===== src/mpm_pkg.sv =====
// shared types and constants for the multi-period measurement block
package mpm_pkg;

  localparam int unsigned PERIODS_W  = 8;
  localparam int unsigned TIMEOUT_W  = 16;
  localparam int unsigned TICKS_W    = 32;
  localparam int unsigned CFG_DATA_W = 16;
  localparam int unsigned CFG_IDX_W  = 1;
  // one overflow spans 2**OVF_SHIFT ticks
  localparam int unsigned OVF_SHIFT  = 16;

  localparam logic [PERIODS_W-1:0] PERIODS_RESET = 8'd50;
  localparam logic [TIMEOUT_W-1:0] TIMEOUT_RESET = 16'd10;

  // configuration register indexes
  localparam logic [CFG_IDX_W-1:0] REG_PERIODS = 1'b0;
  localparam logic [CFG_IDX_W-1:0] REG_TIMEOUT = 1'b1;

  // request kinds
  localparam logic KIND_START = 1'b0;
  localparam logic KIND_TICK  = 1'b1;

  // result outcomes
  localparam logic OUTCOME_MEASURED  = 1'b0;
  localparam logic OUTCOME_NO_SIGNAL = 1'b1;

  typedef struct packed {
    logic kind;
    logic pin_level;
  } mpm_in_t;

  typedef struct packed {
    logic [TICKS_W-1:0] period_ticks;
    logic               outcome;
  } mpm_out_t;

endpackage


===== src/multi_period_measure.sv =====
// top level of the multi-period measurement block
//
// usage:
// - in_* channel carries one request per cycle while in_ready: kind start arms
//   (or re-arms) a measurement, kind tick is one timer tick with a sample of the pin
// - after a start the block syncs on a low, then a high level; each sync wait
//   times out after timeout_overflows * 65536 ticks with a no-signal result
// - it then sums the ticks of periods_to_measure low-then-high cycles and
//   returns the saturated total on the out_* channel
// - throughput: one request per cycle while in_ready is high; all state updates
//   happen in one combinational pass ahead of the state and result registers
// - a result is registered in the result register, or in the skid register
// - a two-deep output stage (result register plus skid register) lets
//   requests keep flowing while a result waits; in_ready drops only when
//   both are full, so a stalled receiver backs up the input after two results
// - reset (synchronous, rst_n low) returns to idle with the register defaults
//   (50 periods, 10 overflows); ticks in idle are dropped. cfg_* is a plain
//   write port; the user writes it only while idle (the block does not check)
module multi_period_measure
  import mpm_pkg::*;
(
  input  logic                  clk,
  input  logic                  rst_n,
  input  logic                  in_valid,
  output logic                  in_ready,
  input  mpm_in_t               in_data,
  output logic                  out_valid,
  input  logic                  out_ready,
  output mpm_out_t              out_data,
  input  logic                  cfg_we,
  input  logic [CFG_IDX_W-1:0]  cfg_index,
  input  logic [CFG_DATA_W-1:0] cfg_wdata
);

  typedef enum logic [2:0] {
    PH_IDLE      = 3'd0,
    PH_SYNC_LOW  = 3'd1,
    PH_SYNC_HIGH = 3'd2,
    PH_MEAS_LOW  = 3'd3,
    PH_MEAS_HIGH = 3'd4
  } phase_t;

  // configuration registers
  logic [PERIODS_W-1:0] periods_r;
  logic [TIMEOUT_W-1:0] timeout_r;

  // measurement state
  phase_t               phase_r,  phase_nxt;
  logic [TICKS_W-1:0]   ticks_r,  ticks_nxt;
  logic [PERIODS_W-1:0] done_r,   done_nxt;

  // output stage
  logic     out_valid_r, skid_valid_r;
  mpm_out_t out_data_r,  skid_data_r;

  logic                 in_fire;
  logic                 res_valid;
  mpm_out_t             res;
  logic [TICKS_W-1:0]   ticks_inc;
  logic [TICKS_W-1:0]   ticks_sat;
  logic [TICKS_W-1:0]   limit;
  logic [TIMEOUT_W-1:0] timeout_eff;
  logic [PERIODS_W-1:0] done_inc;
  logic                 take;

  assign in_ready = !skid_valid_r;
  assign in_fire  = in_valid && in_ready;

  // zero overflows behaves as one
  assign timeout_eff = (timeout_r == '0) ? TIMEOUT_W'(1) : timeout_r;
  assign limit       = TICKS_W'({timeout_eff, {OVF_SHIFT{1'b0}}});
  assign ticks_inc   = ticks_r + TICKS_W'(1);
  assign ticks_sat   = (ticks_r == '1) ? ticks_r : ticks_inc;
  assign done_inc    = done_r + PERIODS_W'(1);

  // one pass of the measurement for the accepted request
  always_comb begin
    phase_nxt        = phase_r;
    ticks_nxt        = ticks_r;
    done_nxt         = done_r;
    res_valid        = 1'b0;
    res.period_ticks = '0;
    res.outcome      = OUTCOME_MEASURED;
    if (in_data.kind == KIND_START) begin
      phase_nxt = PH_SYNC_LOW;
      ticks_nxt = '0;
      done_nxt  = '0;
    end else begin
      unique case (phase_r)
        PH_SYNC_LOW, PH_SYNC_HIGH: begin
          if (in_data.pin_level == (phase_r == PH_SYNC_HIGH)) begin
            // awaited level found, restart the count
            ticks_nxt = '0;
            if (phase_r == PH_SYNC_LOW) begin
              phase_nxt = PH_SYNC_HIGH;
            end else begin
              done_nxt = '0;
              if (periods_r == '0) begin
                // nothing to measure, report zero at once
                res_valid = 1'b1;
                phase_nxt = PH_IDLE;
              end else begin
                phase_nxt = PH_MEAS_LOW;
              end
            end
          end else if (ticks_inc >= limit) begin
            // sync wait timed out
            ticks_nxt   = '0;
            res_valid   = 1'b1;
            res.outcome = OUTCOME_NO_SIGNAL;
            phase_nxt   = PH_IDLE;
          end else begin
            ticks_nxt = ticks_inc;
          end
        end
        PH_MEAS_LOW: begin
          ticks_nxt = ticks_sat;
          if (!in_data.pin_level) begin
            phase_nxt = PH_MEAS_HIGH;
          end
        end
        PH_MEAS_HIGH: begin
          ticks_nxt = ticks_sat;
          if (in_data.pin_level) begin
            // rising level closes one period
            done_nxt = done_inc;
            if (done_inc >= periods_r) begin
              res_valid        = 1'b1;
              res.period_ticks = ticks_sat;
              phase_nxt        = PH_IDLE;
            end else begin
              phase_nxt = PH_MEAS_LOW;
            end
          end
        end
        default: begin
          // idle and unused codes drop the tick
          phase_nxt = PH_IDLE;
        end
      endcase
    end
  end

  // configuration writes
  always_ff @(posedge clk) begin
    if (!rst_n) begin
      periods_r <= PERIODS_RESET;
      timeout_r <= TIMEOUT_RESET;
    end else if (cfg_we) begin
      unique case (cfg_index)
        REG_PERIODS: periods_r <= cfg_wdata[PERIODS_W-1:0];
        REG_TIMEOUT: timeout_r <= cfg_wdata[TIMEOUT_W-1:0];
        default: ;
      endcase
    end
  end

  // measurement state update
  always_ff @(posedge clk) begin
    if (!rst_n) begin
      phase_r <= PH_IDLE;
      ticks_r <= '0;
      done_r  <= '0;
    end else if (in_fire) begin
      phase_r <= phase_nxt;
      ticks_r <= ticks_nxt;
      done_r  <= done_nxt;
    end
  end

  // output register with skid stage
  assign take = out_valid_r && out_ready;

  always_ff @(posedge clk) begin
    if (!rst_n) begin
      out_valid_r  <= 1'b0;
      skid_valid_r <= 1'b0;
    end else if (skid_valid_r) begin
      if (take) begin
        skid_valid_r <= 1'b0;
      end
    end else if (in_fire && res_valid) begin
      if (out_valid_r && !take) begin
        skid_valid_r <= 1'b1;
      end else begin
        out_valid_r <= 1'b1;
      end
    end else if (take) begin
      out_valid_r <= 1'b0;
    end
  end

  always_ff @(posedge clk) begin
    if (skid_valid_r) begin
      if (take) begin
        out_data_r <= skid_data_r;
      end
    end else if (in_fire && res_valid) begin
      if (out_valid_r && !take) begin
        skid_data_r <= res;
      end else begin
        out_data_r <= res;
      end
    end
  end

  assign out_valid = out_valid_r;
  assign out_data  = out_data_r;

endmodule


===== config.mk =====
export PLATFORM = sky130hd
export DESIGN_NAME = multi_period_measure
export DESIGN_NICKNAME = d
export VERILOG_FILES = /design/src/mpm_pkg.sv /design/src/multi_period_measure.sv
export SDC_FILE = /design/constraint.sdc
export NUM_CORES = 1
export LEC_CHECK = 0
export BUFFER_PORTS_ARGS = -buffer_cell sky130_fd_sc_hd__buf_4
export CORE_UTILIZATION = 54
export DETAILED_ROUTE_END_ITERATION = 10
export PLACE_DENSITY = 0.84
export SETUP_SLACK_MARGIN = 0.3
export SLEW_MARGIN = 15
export SYNTH_ARGS = -nofsm -noshare
export SYNTH_HDL_FRONTEND = slang
export SYNTH_SLANG_ARGS = --single-unit

===== constraint.sdc =====
create_clock -name clk -period 6.45 [get_ports clk]
set_clock_uncertainty 0.2 [all_clocks]
set_input_delay 0.645 -clock clk [delete_from_list [all_inputs] [get_ports clk]]
set_output_delay 0.645 -clock clk [all_outputs]
set_load 0.1 [all_outputs]

Word-level counts from Yosys, hierarchy flattened
Cells that the tools add are included.
{ "op_classes": {"addsub": 2, "order_cmp": 2, "eq_ne": 16, "muxes": 45, "bitwise_logic": 2, "n_reduce_logical": 20} }
{ "op_table": {"columns": ["operator", "n"], "rows": [
  ["32-bit 2-to-1 mux", 7],
  ["33-bit 2-to-1 mux", 5],
  ["32-bit case mux with 2 select lines", 1],
  ["32-bit by 1-bit adder with 32-bit output, second input constant", 1],
  ["32-bit == test, second input constant", 1],
  ["32-bit greater-or-equal comparator", 1],
  ["8-bit 2-to-1 mux", 4],
  ["16-bit zero test", 1],
  ["1-bit 2-to-1 mux", 16],
  ["16-bit 2-to-1 mux", 1],
  ["8-bit case mux with 2 select lines", 1],
  ["3-bit 2-to-1 mux", 5],
  ["3-bit inequality test, second input constant", 4],
  ["3-bit case mux with 3 select lines", 1],
  ["3-bit AND reduction", 3],
  ["8-bit by 1-bit adder with 8-bit output, second input constant", 1],
  ["8-bit greater-or-equal comparator", 1],
  ["8-bit zero test", 1],
  ["3-bit by 2-bit == test with 1-bit output, second input constant", 2],
  ["2-bit 2-to-1 mux", 3],
  ["2-bit AND reduction", 3],
  ["5-bit AND reduction", 1],
  ["1-bit logical AND", 4],
  ["2-bit inequality test, second input constant", 2],
  ["other kinds (13)", 17]
]} }
{ "totals": {"reg_bits": 135, "in_bits": 24, "output_inout_bits": 35} }

Logic depth before layout (Yosys ltp)
Gate-level depths: netlist of the first run.
{ "depth": {"depth_word": 10, "ltp_mapped": 19, "depth_no_buf": 16} }

Least setup slack after synthesis of the first run
No wires, ideal clock.
{ "synth_timing": {"kind": "flip-flop to flip-flop", "startpoint": "register ticks_r[0]", "endpoint": "register out_data_r, in the netlist out_data[0] (enable)", "setup_time_ns": 0.434, "arrival_ns": 5.640, "required_ns": 5.816, "setup_slack_ns": 0.176, "path_stages_with_launch": 19, "path_buffers": 2, "cell_sequence": "dfxtp_1 ha_1 buf_2 and3_1 clkbuf_1 nand2b_1 nor4_2 and3_1 xnor2_1 inv_1 ha_1 nand4_1 or3_1 nor4_1 or4bb_1 o211ai_4 nor2_1 o41a_1 a21oi_1"} }
{ "synth_via": {"elab_chain_cells": 9} }
{ "synth_rtl": {"columns": ["element", "line_no", "rtl"], "rows": [
  ["start: declaration", "multi_period_measure.sv:49", "logic [TICKS_W-1:0] ticks_r, ticks_nxt;"],
  ["start signal: assignment", "multi_period_measure.sv:166", "ticks_r <= ticks_nxt;"],
  ["32-bit by 1-bit adder with 32-bit output", "multi_period_measure.sv:72", "assign ticks_inc = ticks_r + TICKS_W'(1);"],
  ["32-bit greater-or-equal comparator", "multi_period_measure.sv:106", "end else if (ticks_inc >= limit) begin"],
  ["1-bit 2-to-1 mux", "multi_period_measure.sv:106", null],
  ["1-bit 2-to-1 mux", "multi_period_measure.sv:91", "if (in_data.pin_level == (phase_r == PH_SYNC_HIGH)) begin"],
  ["1-bit case mux with 2 select lines", "multi_period_measure.sv:89", "unique case (phase_r)"],
  ["1-bit 2-to-1 mux", "multi_period_measure.sv:84", "if (in_data.kind == KIND_START) begin"],
  ["1-bit logical AND", "multi_period_measure.sv:198", "end else if (in_fire && res_valid) begin"],
  ["2-bit nonzero test (no line)", null, null],
  ["3-bit AND reduction (no line)", null, null],
  ["end signal: assignment", "multi_period_measure.sv:196", "out_data_r <= skid_data_r;"],
  ["end signal: assignment", "multi_period_measure.sv:202", "out_data_r <= res;"],
  ["end: declaration", "multi_period_measure.sv:54", "mpm_out_t out_data_r, skid_data_r;"]
]} }
Every way passes these cells.
A chain may end at the register's enable or synchronous reset.

Worst setup path after layout of the first run
{ "layout_timing": {"startpoint": "register ticks_r[11]", "endpoint": "register out_data_r, in the netlist out_data[0] (enable)"} }
Same word-level chain as after synthesis.

==> results of run 1 <==
==> power by group <==
| part | leakage [nW] | internal (mW) | total, mW | switching [mW] |
|---|---|---|---|---|
| Clock | 0.294 | 0.614 | 0.992 | 0.378 |
| Sequential | 1.09 | 0.900 | 0.912 | 0.0112 |
| Combinational | 1.63 | 0.0346 | 0.0928 | 0.0582 |
| Total | 3.02 | 1.55 | 2.00 | 0.448 |
==> critical path, stage by stage, from the launching register on <==
cell and delay (ns):
sky130_fd_sc_hd__dfxtp_1 0.51, sky130_fd_sc_hd__and4_1 0.28, sky130_fd_sc_hd__nand3_1 0.27, sky130_fd_sc_hd__nor4_2 0.56
sky130_fd_sc_hd__and4_1 0.33, sky130_fd_sc_hd__nand3_1 0.10, sky130_fd_sc_hd__xor2_1 0.22, sky130_fd_sc_hd__inv_1 0.07
sky130_fd_sc_hd__ha_1 0.30, sky130_fd_sc_hd__nand4_1 0.12, sky130_fd_sc_hd__or3_1 0.39, sky130_fd_sc_hd__nor4_1 0.17
sky130_fd_sc_hd__or4bb_1 0.46, sky130_fd_sc_hd__o211ai_4 0.34, sky130_fd_sc_hd__nor2_1 0.09, sky130_fd_sc_hd__o41a_1 0.42
sky130_fd_sc_hd__a21oi_4 0.15, sky130_fd_sc_hd__buf_4 0.39
==> routing by layer <==
metal	share of wire	vias up	wire length, µm
met3	0.069	21	1104
li1	-	2810	-
met5	0	-	0
met2	0.48	206	7590
met4	0.015	0	240
met1	0.44	2745	6951
==> synthesized netlist by cell type, types with 3 or more instances <==
cell type	n	share of area
sky130_fd_sc_hd__and3_1	10	0.0087
sky130_fd_sc_hd__mux2_2	19	0.030
sky130_fd_sc_hd__and4_1	7	0.0086
sky130_fd_sc_hd__nor2b_1	7	0.0061
sky130_fd_sc_hd__o31ai_1	27	0.028
sky130_fd_sc_hd__xnor2_1	24	0.029
sky130_fd_sc_hd__nor4_1	8	0.0070
sky130_fd_sc_hd__a21oi_1	66	0.046
sky130_fd_sc_hd__nand2_1	96	0.050
sky130_fd_sc_hd__buf_4	7	0.0073
sky130_fd_sc_hd__edfxtp_1	66	0.28
sky130_fd_sc_hd__nand2b_1	5	0.0044
sky130_fd_sc_hd__inv_1	36	0.019
sky130_fd_sc_hd__a221o_1	9	0.013
sky130_fd_sc_hd__a21o_1	5	0.0052
sky130_fd_sc_hd__nand3_1	23	0.016
sky130_fd_sc_hd__nor2_1	62	0.033
sky130_fd_sc_hd__nor4_2	3	0.0052
sky130_fd_sc_hd__dfxtp_1	69	0.19
sky130_fd_sc_hd__nor3_1	16	0.011
sky130_fd_sc_hd__a22oi_1	5	0.0052
sky130_fd_sc_hd__o211ai_1	19	0.020
sky130_fd_sc_hd__o21ai_0	18	0.013
sky130_fd_sc_hd__buf_1	3	0.0016
sky130_fd_sc_hd__clkbuf_1	30	0.016
sky130_fd_sc_hd__xor2_1	19	0.023
sky130_fd_sc_hd__o22ai_1	4	0.0035
sky130_fd_sc_hd__and2_1	4	0.0035
sky130_fd_sc_hd__buf_2	7	0.0049
sky130_fd_sc_hd__ha_1	26	0.045
sky130_fd_sc_hd__o41ai_1	3	0.0037
sky130_fd_sc_hd__mux2i_1	3	0.0042
sky130_fd_sc_hd__nand4_1	11	0.0096
sky130_fd_sc_hd__a211oi_1	3	0.0031
==> metrics by stage <==
step | setup WS [ns] | hold WS [ns]
4_1_cts | 0.7185 | 0.2524
2_1_floorplan | 0.3060 | 0.2364
6_report | 0.6932 | 0.2684
3_3_place_gp | 0.9868 | 0.2592
3_5_place_dp | 0.7642 | 0.2591
5_1_grt | 0.3299 | 0.2697
==> flip-flops by register name (all words and copies together), names as in the netlist <==
signal,flops
periods_r,8
phase_r,3
ticks_r,32
skid_data_r,33
out_valid,1
out_data,33
timeout_r,16
skid_valid_r,1
done_r,8
==> cells by family (layout without fill, tap and decap cells) <==
family          count (synthesis)  in the layout  synth area share
xor+xnor                       43             43           0.05267
flops                         135            135            0.4703
compound gates                180            180            0.1689
simple gates                  263            263            0.1769
fa+ha+maj                      26             26           0.04549
buf+inv                        85            133           0.05162
mux                            22             22           0.03412
==> layout make-up <==
type                       instances  area (µm²)  area share
clock buffer                      19       432.9     0.05247
timing repair buffer              65       500.5     0.06066
clock inverter                    13       171.4     0.02078
tap                              172       215.2     0.02608
inverter                          36       135.1     0.01638
multi-input combinational        534        3432      0.4160
sequential                       135        3363      0.4076
==> how the worst min path moves through the flow <==
| stage | from | end | cells after the start |
|---|---|---|---|
| 2_1_floorplan | timeout_r[0]$_SDFFE_PN0P_ | timeout_r[0]$_SDFFE_PN0P_ | 2 |
| 3_3_place_gp | timeout_r[0]$_SDFFE_PN0P_ | timeout_r[0]$_SDFFE_PN0P_ | 2 |
| 3_5_place_dp | timeout_r[0]$_SDFFE_PN0P_ | timeout_r[0]$_SDFFE_PN0P_ | 2 |
| 4_1_cts | cfg_wdata[3] | timeout_r[3]$_SDFFE_PN1P_ | 3 |
| 5_1_grt | cfg_wdata[3] | timeout_r[3]$_SDFFE_PN1P_ | 3 |
| 6_report | cfg_wdata[3] | timeout_r[3]$_SDFFE_PN1P_ | 3 |
==> run metrics, run 1 <==
Worst Reg-to-Reg Cells=17; vias post-DR=5,782; antenna fix cells=0; first drt pass iteration count=7; leakage component of the power=3.019 nW; type of destination of the critical path=register; Wirelength per Cell=16.31 µm; max-capacitance violation count=0; grt peak-use layer=met2; R2R Path End=out_data[0]$_DFFE_PP_; proportion of layout cells with a drive suffix above 1=0.1584; VDD IR max=0.1705 mV; most common library cell in the layout ignoring fill and taps=sky130_fd_sc_hd__nand2_1; source of the worst register-to-register timing path=ticks_r[11]$_SDFFE_PN0P_; arrival time reported for the critical path endpoint=5.63 ns; Initial Utilization=0.5598; height of the die=117.1 µm; fillers=980; routability congestion estimate=0.8850; post-detail-place hpwl=10.63 mm; wire length of the first global-routing pass=25.79 mm; ratio of final minimum period to clock period=0.8925; clock network latency to the later pin of the worst-skew pair=0.43 ns; total number of yosys warnings=0; count of clock tree sinks=135; count of final max-slew check failures=0; run status=finished, final reports clean; category of the worst setup path launch point=register; share of the core filled with cells in the final layout=0.6459; clock root buffer master=sky130_fd_sc_hd__clkbuf_16; post-synthesis sequential element count=135; largest net degree at the start of global routing=47; leading cell types in the layout, fill and taps excluded=sky130_fd_sc_hd__nand2_1 (96), sky130_fd_sc_hd__dfxtp_1 (69), sky130_fd_sc_hd__edfxtp_1 (66); critical path endpoint=out_data[0]$_DFFE_PP_; Layout Cell Area excl Fill=0.008250 mm²; share of async-settable or async-resettable flops after synthesis=0; Slew @ Worst Pin=1.115 ns; clock tree from TritonCTS=done; total clock buffers created by CTS=17; number of H-tree levels=4; Total Routed Length=15.89 mm; startpoint of the most critical setup path=ticks_r[11]$_SDFFE_PN0P_; number of port buffers=58; ratio of total power to cell area=242.0 mW/mm²; area enclosed by the die boundary=0.01371 mm²; clock period minus final worst setup slack=5.757 ns; Power Total=1.996 mW; number of antenna violations at the first check in global routing=0; netlist area before placement=0.007151 mm²; Distinct cells, synth=63; met2 layer usage reported by global route=0.4059; fin cells=974; post-route antenna net violation count=0; Setup CP Type=reg -> reg; Resized Gates After CTS=0; remaining max-slew budget at the tightest pin=0.2555; global-route total usage across every layer=0.2465; count of flip-flops with a built-in enable after synthesis=66; RSZ-0062 raised after global routing=false; number of placement rows=41; worst hold-check path type=in -> reg; floorplan core area=0.01277 mm²; total setup violations reported at the end of the flow=0; Remaining DRCs=0; buffer levels on the longest clock path=2; DRT iter0 DRCs=497; I/O pins=59; GR met3 Demand/Resource=0.06282; final hold violations=0; setup slack, reg-to-reg=0.69 ns; clock-pin slew on the worst setup and hold paths=0.06 ns; area post-placement=0.007646 mm²; portion of the post-synthesis area used by sequential elements=0.4703; count of placed standard cells including taps=942; quantity of hold-fixing buffers added after cts=0; NumNets Final=839; via count normalized by instance count=5.936; Post-Syn Nets=804; crit-path max FO=33; Worst Path Required=6.32 ns; predominant post-synthesis flop cell=sky130_fd_sc_hd__dfxtp_1; die width=117.1 µm; global routing met1 resource utilization=0.3138; maximum clock rate=173.7 MHz; vias in the first global route=5,379; setup TNS after final layout=0 ns; synth-to-layout area growth=15.38%; average cell area after synthesis=9.484 µm²; Post-CTS Setup Bufs=0; Post-Synthesis Cells=754; overflow left after global routing=0
(Power assumes the default switching activity.)
==> inputs of run 2 (changes only) <==
==> constraint.sdc (replaced) <==
create_clock -name clk -period 5.07 [get_ports clk]
set_clock_uncertainty 0.2 [all_clocks]
set_input_delay 0.507 -clock clk [delete_from_list [all_inputs] [get_ports clk]]
set_output_delay 0.507 -clock clk [all_outputs]
set_load 0.1 [all_outputs]
==> run 2 against run 1 <==
  * Clock power up 26%
  * Sequential share of layout area decreased by 3.0 points
  * Hold slack worse by 0.14 ns
  * Setup slack got worse by 0.38 ns
  * Via count up 9.7%
  * Flip-flop and latch count is the same
  * Final cell count grew 5.9%
  * Critical path depth up 1
  * Largest cell class unchanged
  * Global-route usage is 2.0 points higher
==> run metrics, run 2 (synthesis results as in run 1) <==
wire length of the first global-routing pass=27.57 mm; setup TNS after final layout=0 ns; number of placement rows=41; clock period minus final worst setup slack=4.757 ns; ratio of final minimum period to clock period=0.9383; vias post-DR=6,341; Layout Cell Area excl Fill=0.009019 mm²; total clock buffers created by CTS=17; clock-pin slew on the worst setup and hold paths=0.06 ns; routability congestion estimate=0.9287; Total Routed Length=18.68 mm; synth-to-layout area growth=26.12%; floorplan core area=0.01277 mm²; Power Total=2.530 mW; vias in the first global route=5,698; leading cell types in the layout, fill and taps excluded=sky130_fd_sc_hd__buf_4 (112), sky130_fd_sc_hd__nand2_1 (96), sky130_fd_sc_hd__edfxtp_1 (66); clock tree from TritonCTS=done; clock root buffer master=sky130_fd_sc_hd__clkbuf_16; ratio of total power to cell area=280.5 mW/mm²; number of H-tree levels=4; max-capacitance violation count=0; type of destination of the critical path=register; total setup violations reported at the end of the flow=0; clock network latency to the later pin of the worst-skew pair=0.42 ns; overflow left after global routing=0; global-route total usage across every layer=0.2669; crit-path max FO=20; arrival time reported for the critical path endpoint=4.68 ns; maximum clock rate=210.2 MHz; I/O pins=59; category of the worst setup path launch point=register; RSZ-0062 raised after global routing=true; antenna fix cells=0; Wirelength per Cell=18.12 µm; Slew @ Worst Pin=1.020 ns; Remaining DRCs=0; first drt pass iteration count=5; proportion of layout cells with a drive suffix above 1=0.2538; post-detail-place hpwl=11.72 mm; Initial Utilization=0.5598; run status=finished, final reports clean; largest net degree at the start of global routing=33; VDD IR max=0.1848 mV; worst hold-check path type=in -> reg; count of final max-slew check failures=0; Worst Path Required=4.99 ns; leakage component of the power=3.426 nW; area enclosed by the die boundary=0.01371 mm²; area post-placement=0.007898 mm²; final hold violations=0; via count normalized by instance count=6.150; post-route antenna net violation count=0; DRT iter0 DRCs=645; count of clock tree sinks=135; number of antenna violations at the first check in global routing=0; Setup CP Type=reg -> reg; share of the core filled with cells in the final layout=0.7060; remaining max-slew budget at the tightest pin=0.3183; buffer levels on the longest clock path=2; die width=117.1 µm; NumNets Final=896; most common library cell in the layout ignoring fill and taps=sky130_fd_sc_hd__buf_4; Min Hold Slack=0.1273 ns; number of port buffers=58; height of the die=117.1 µm
[run 2: changes by cell type in the layout (fill, tap and decap cells not counted), moves of 4 or more]
cell	change
sky130_fd_sc_hd__dfxtp_1	-14
sky130_fd_sc_hd__clkbuf_16	+5
sky130_fd_sc_hd__and3_4	+4
sky130_fd_sc_hd__dfxtp_4	+11
sky130_fd_sc_hd__buf_4	+48
sky130_fd_sc_hd__and3_1	-4
[run 2: per-stage QoR]
stage / setup slack, ns / instances
after floorplan: -0.05137 / 754
after global placement: 0.2514 / 964
after detailed placement: 0.1329 / 964
after CTS: 0.3039 / 1003
after global routing: 0.1069 / 1031
final: 0.3129 / 1031
[run 2: cell type report]
| type | count | area, µm² |
|---|---|---|
| inverter | 36 | 135.1 |
| multi-input combinational | 534 | 3603 |
| sequential | 135 | 3408 |
| clock inverter | 11 | 108.9 |
| timing repair buffer | 122 | 1044 |
| tap | 172 | 215.2 |
| fill | 855 | 3755 |
| clock buffer | 21 | 504.2 |
[run 2: worst paths after layout]
path	start	cells after the start	to	slack, ns
worst max register to register	ticks_r[0]$_SDFFE_PN0P_	18	skid_data_r[12]$_DFFE_PP_	0.31
worst min register to register	timeout_r[0]$_SDFFE_PN0P_	2	timeout_r[0]$_SDFFE_PN0P_	0.27
worst max-delay path	ticks_r[0]$_SDFFE_PN0P_	18	skid_data_r[12]$_DFFE_PP_	0.31
worst min-delay path	cfg_wdata[8]	3	timeout_r[8]$_SDFFE_PN0P_	0.13
[run 2: timing repair]
item	CTS	global route
gates resized for setup	19	26
gates cloned	2	2
pin swaps	2	13
setup buffers	5	26
endpoints found under the setup margin	66	77
hold buffers	0	0
[run 2: critical path: stages, from the launching register on]
cell and delay (ns):
sky130_fd_sc_hd__dfxtp_4 0.38, sky130_fd_sc_hd__ha_4 0.15, sky130_fd_sc_hd__and3_4 0.22, sky130_fd_sc_hd__nand2b_4 0.08, sky130_fd_sc_hd__nor4_4 0.32, sky130_fd_sc_hd__buf_4 0.19, sky130_fd_sc_hd__nand3_2 0.09, sky130_fd_sc_hd__xnor2_2 0.19
sky130_fd_sc_hd__ha_1 0.31, sky130_fd_sc_hd__nand4_1 0.11, sky130_fd_sc_hd__or3_1 0.37, sky130_fd_sc_hd__nor4_1 0.15, sky130_fd_sc_hd__or4bb_4 0.49, sky130_fd_sc_hd__o211ai_4 0.21, sky130_fd_sc_hd__nor2_1 0.06, sky130_fd_sc_hd__o41a_1 0.38
sky130_fd_sc_hd__buf_4 0.18, sky130_fd_sc_hd__nor2b_4 0.16, sky130_fd_sc_hd__buf_12 0.19
[run 2: layer usage]
layer  global-route usage  wire length, µm  part of all wire  vias to the layer above
met1               0.3207             7367              0.39                     2986
met2               0.4458             9185              0.49                      355
met4               0.1384              708             0.038                        0
li1                     -                -                 -                     2929
met5                    0                0                 0                        -
met3              0.06488             1421             0.076                       71
[run 2: power breakdown]
group | internal (mW) | total, mW | switching, mW
sequential | 1.14 | 1.15 | 0.0145
clock | 0.768 | 1.25 | 0.481
combinational | 0.0480 | 0.126 | 0.0777
total | 1.96 | 2.53 | 0.574
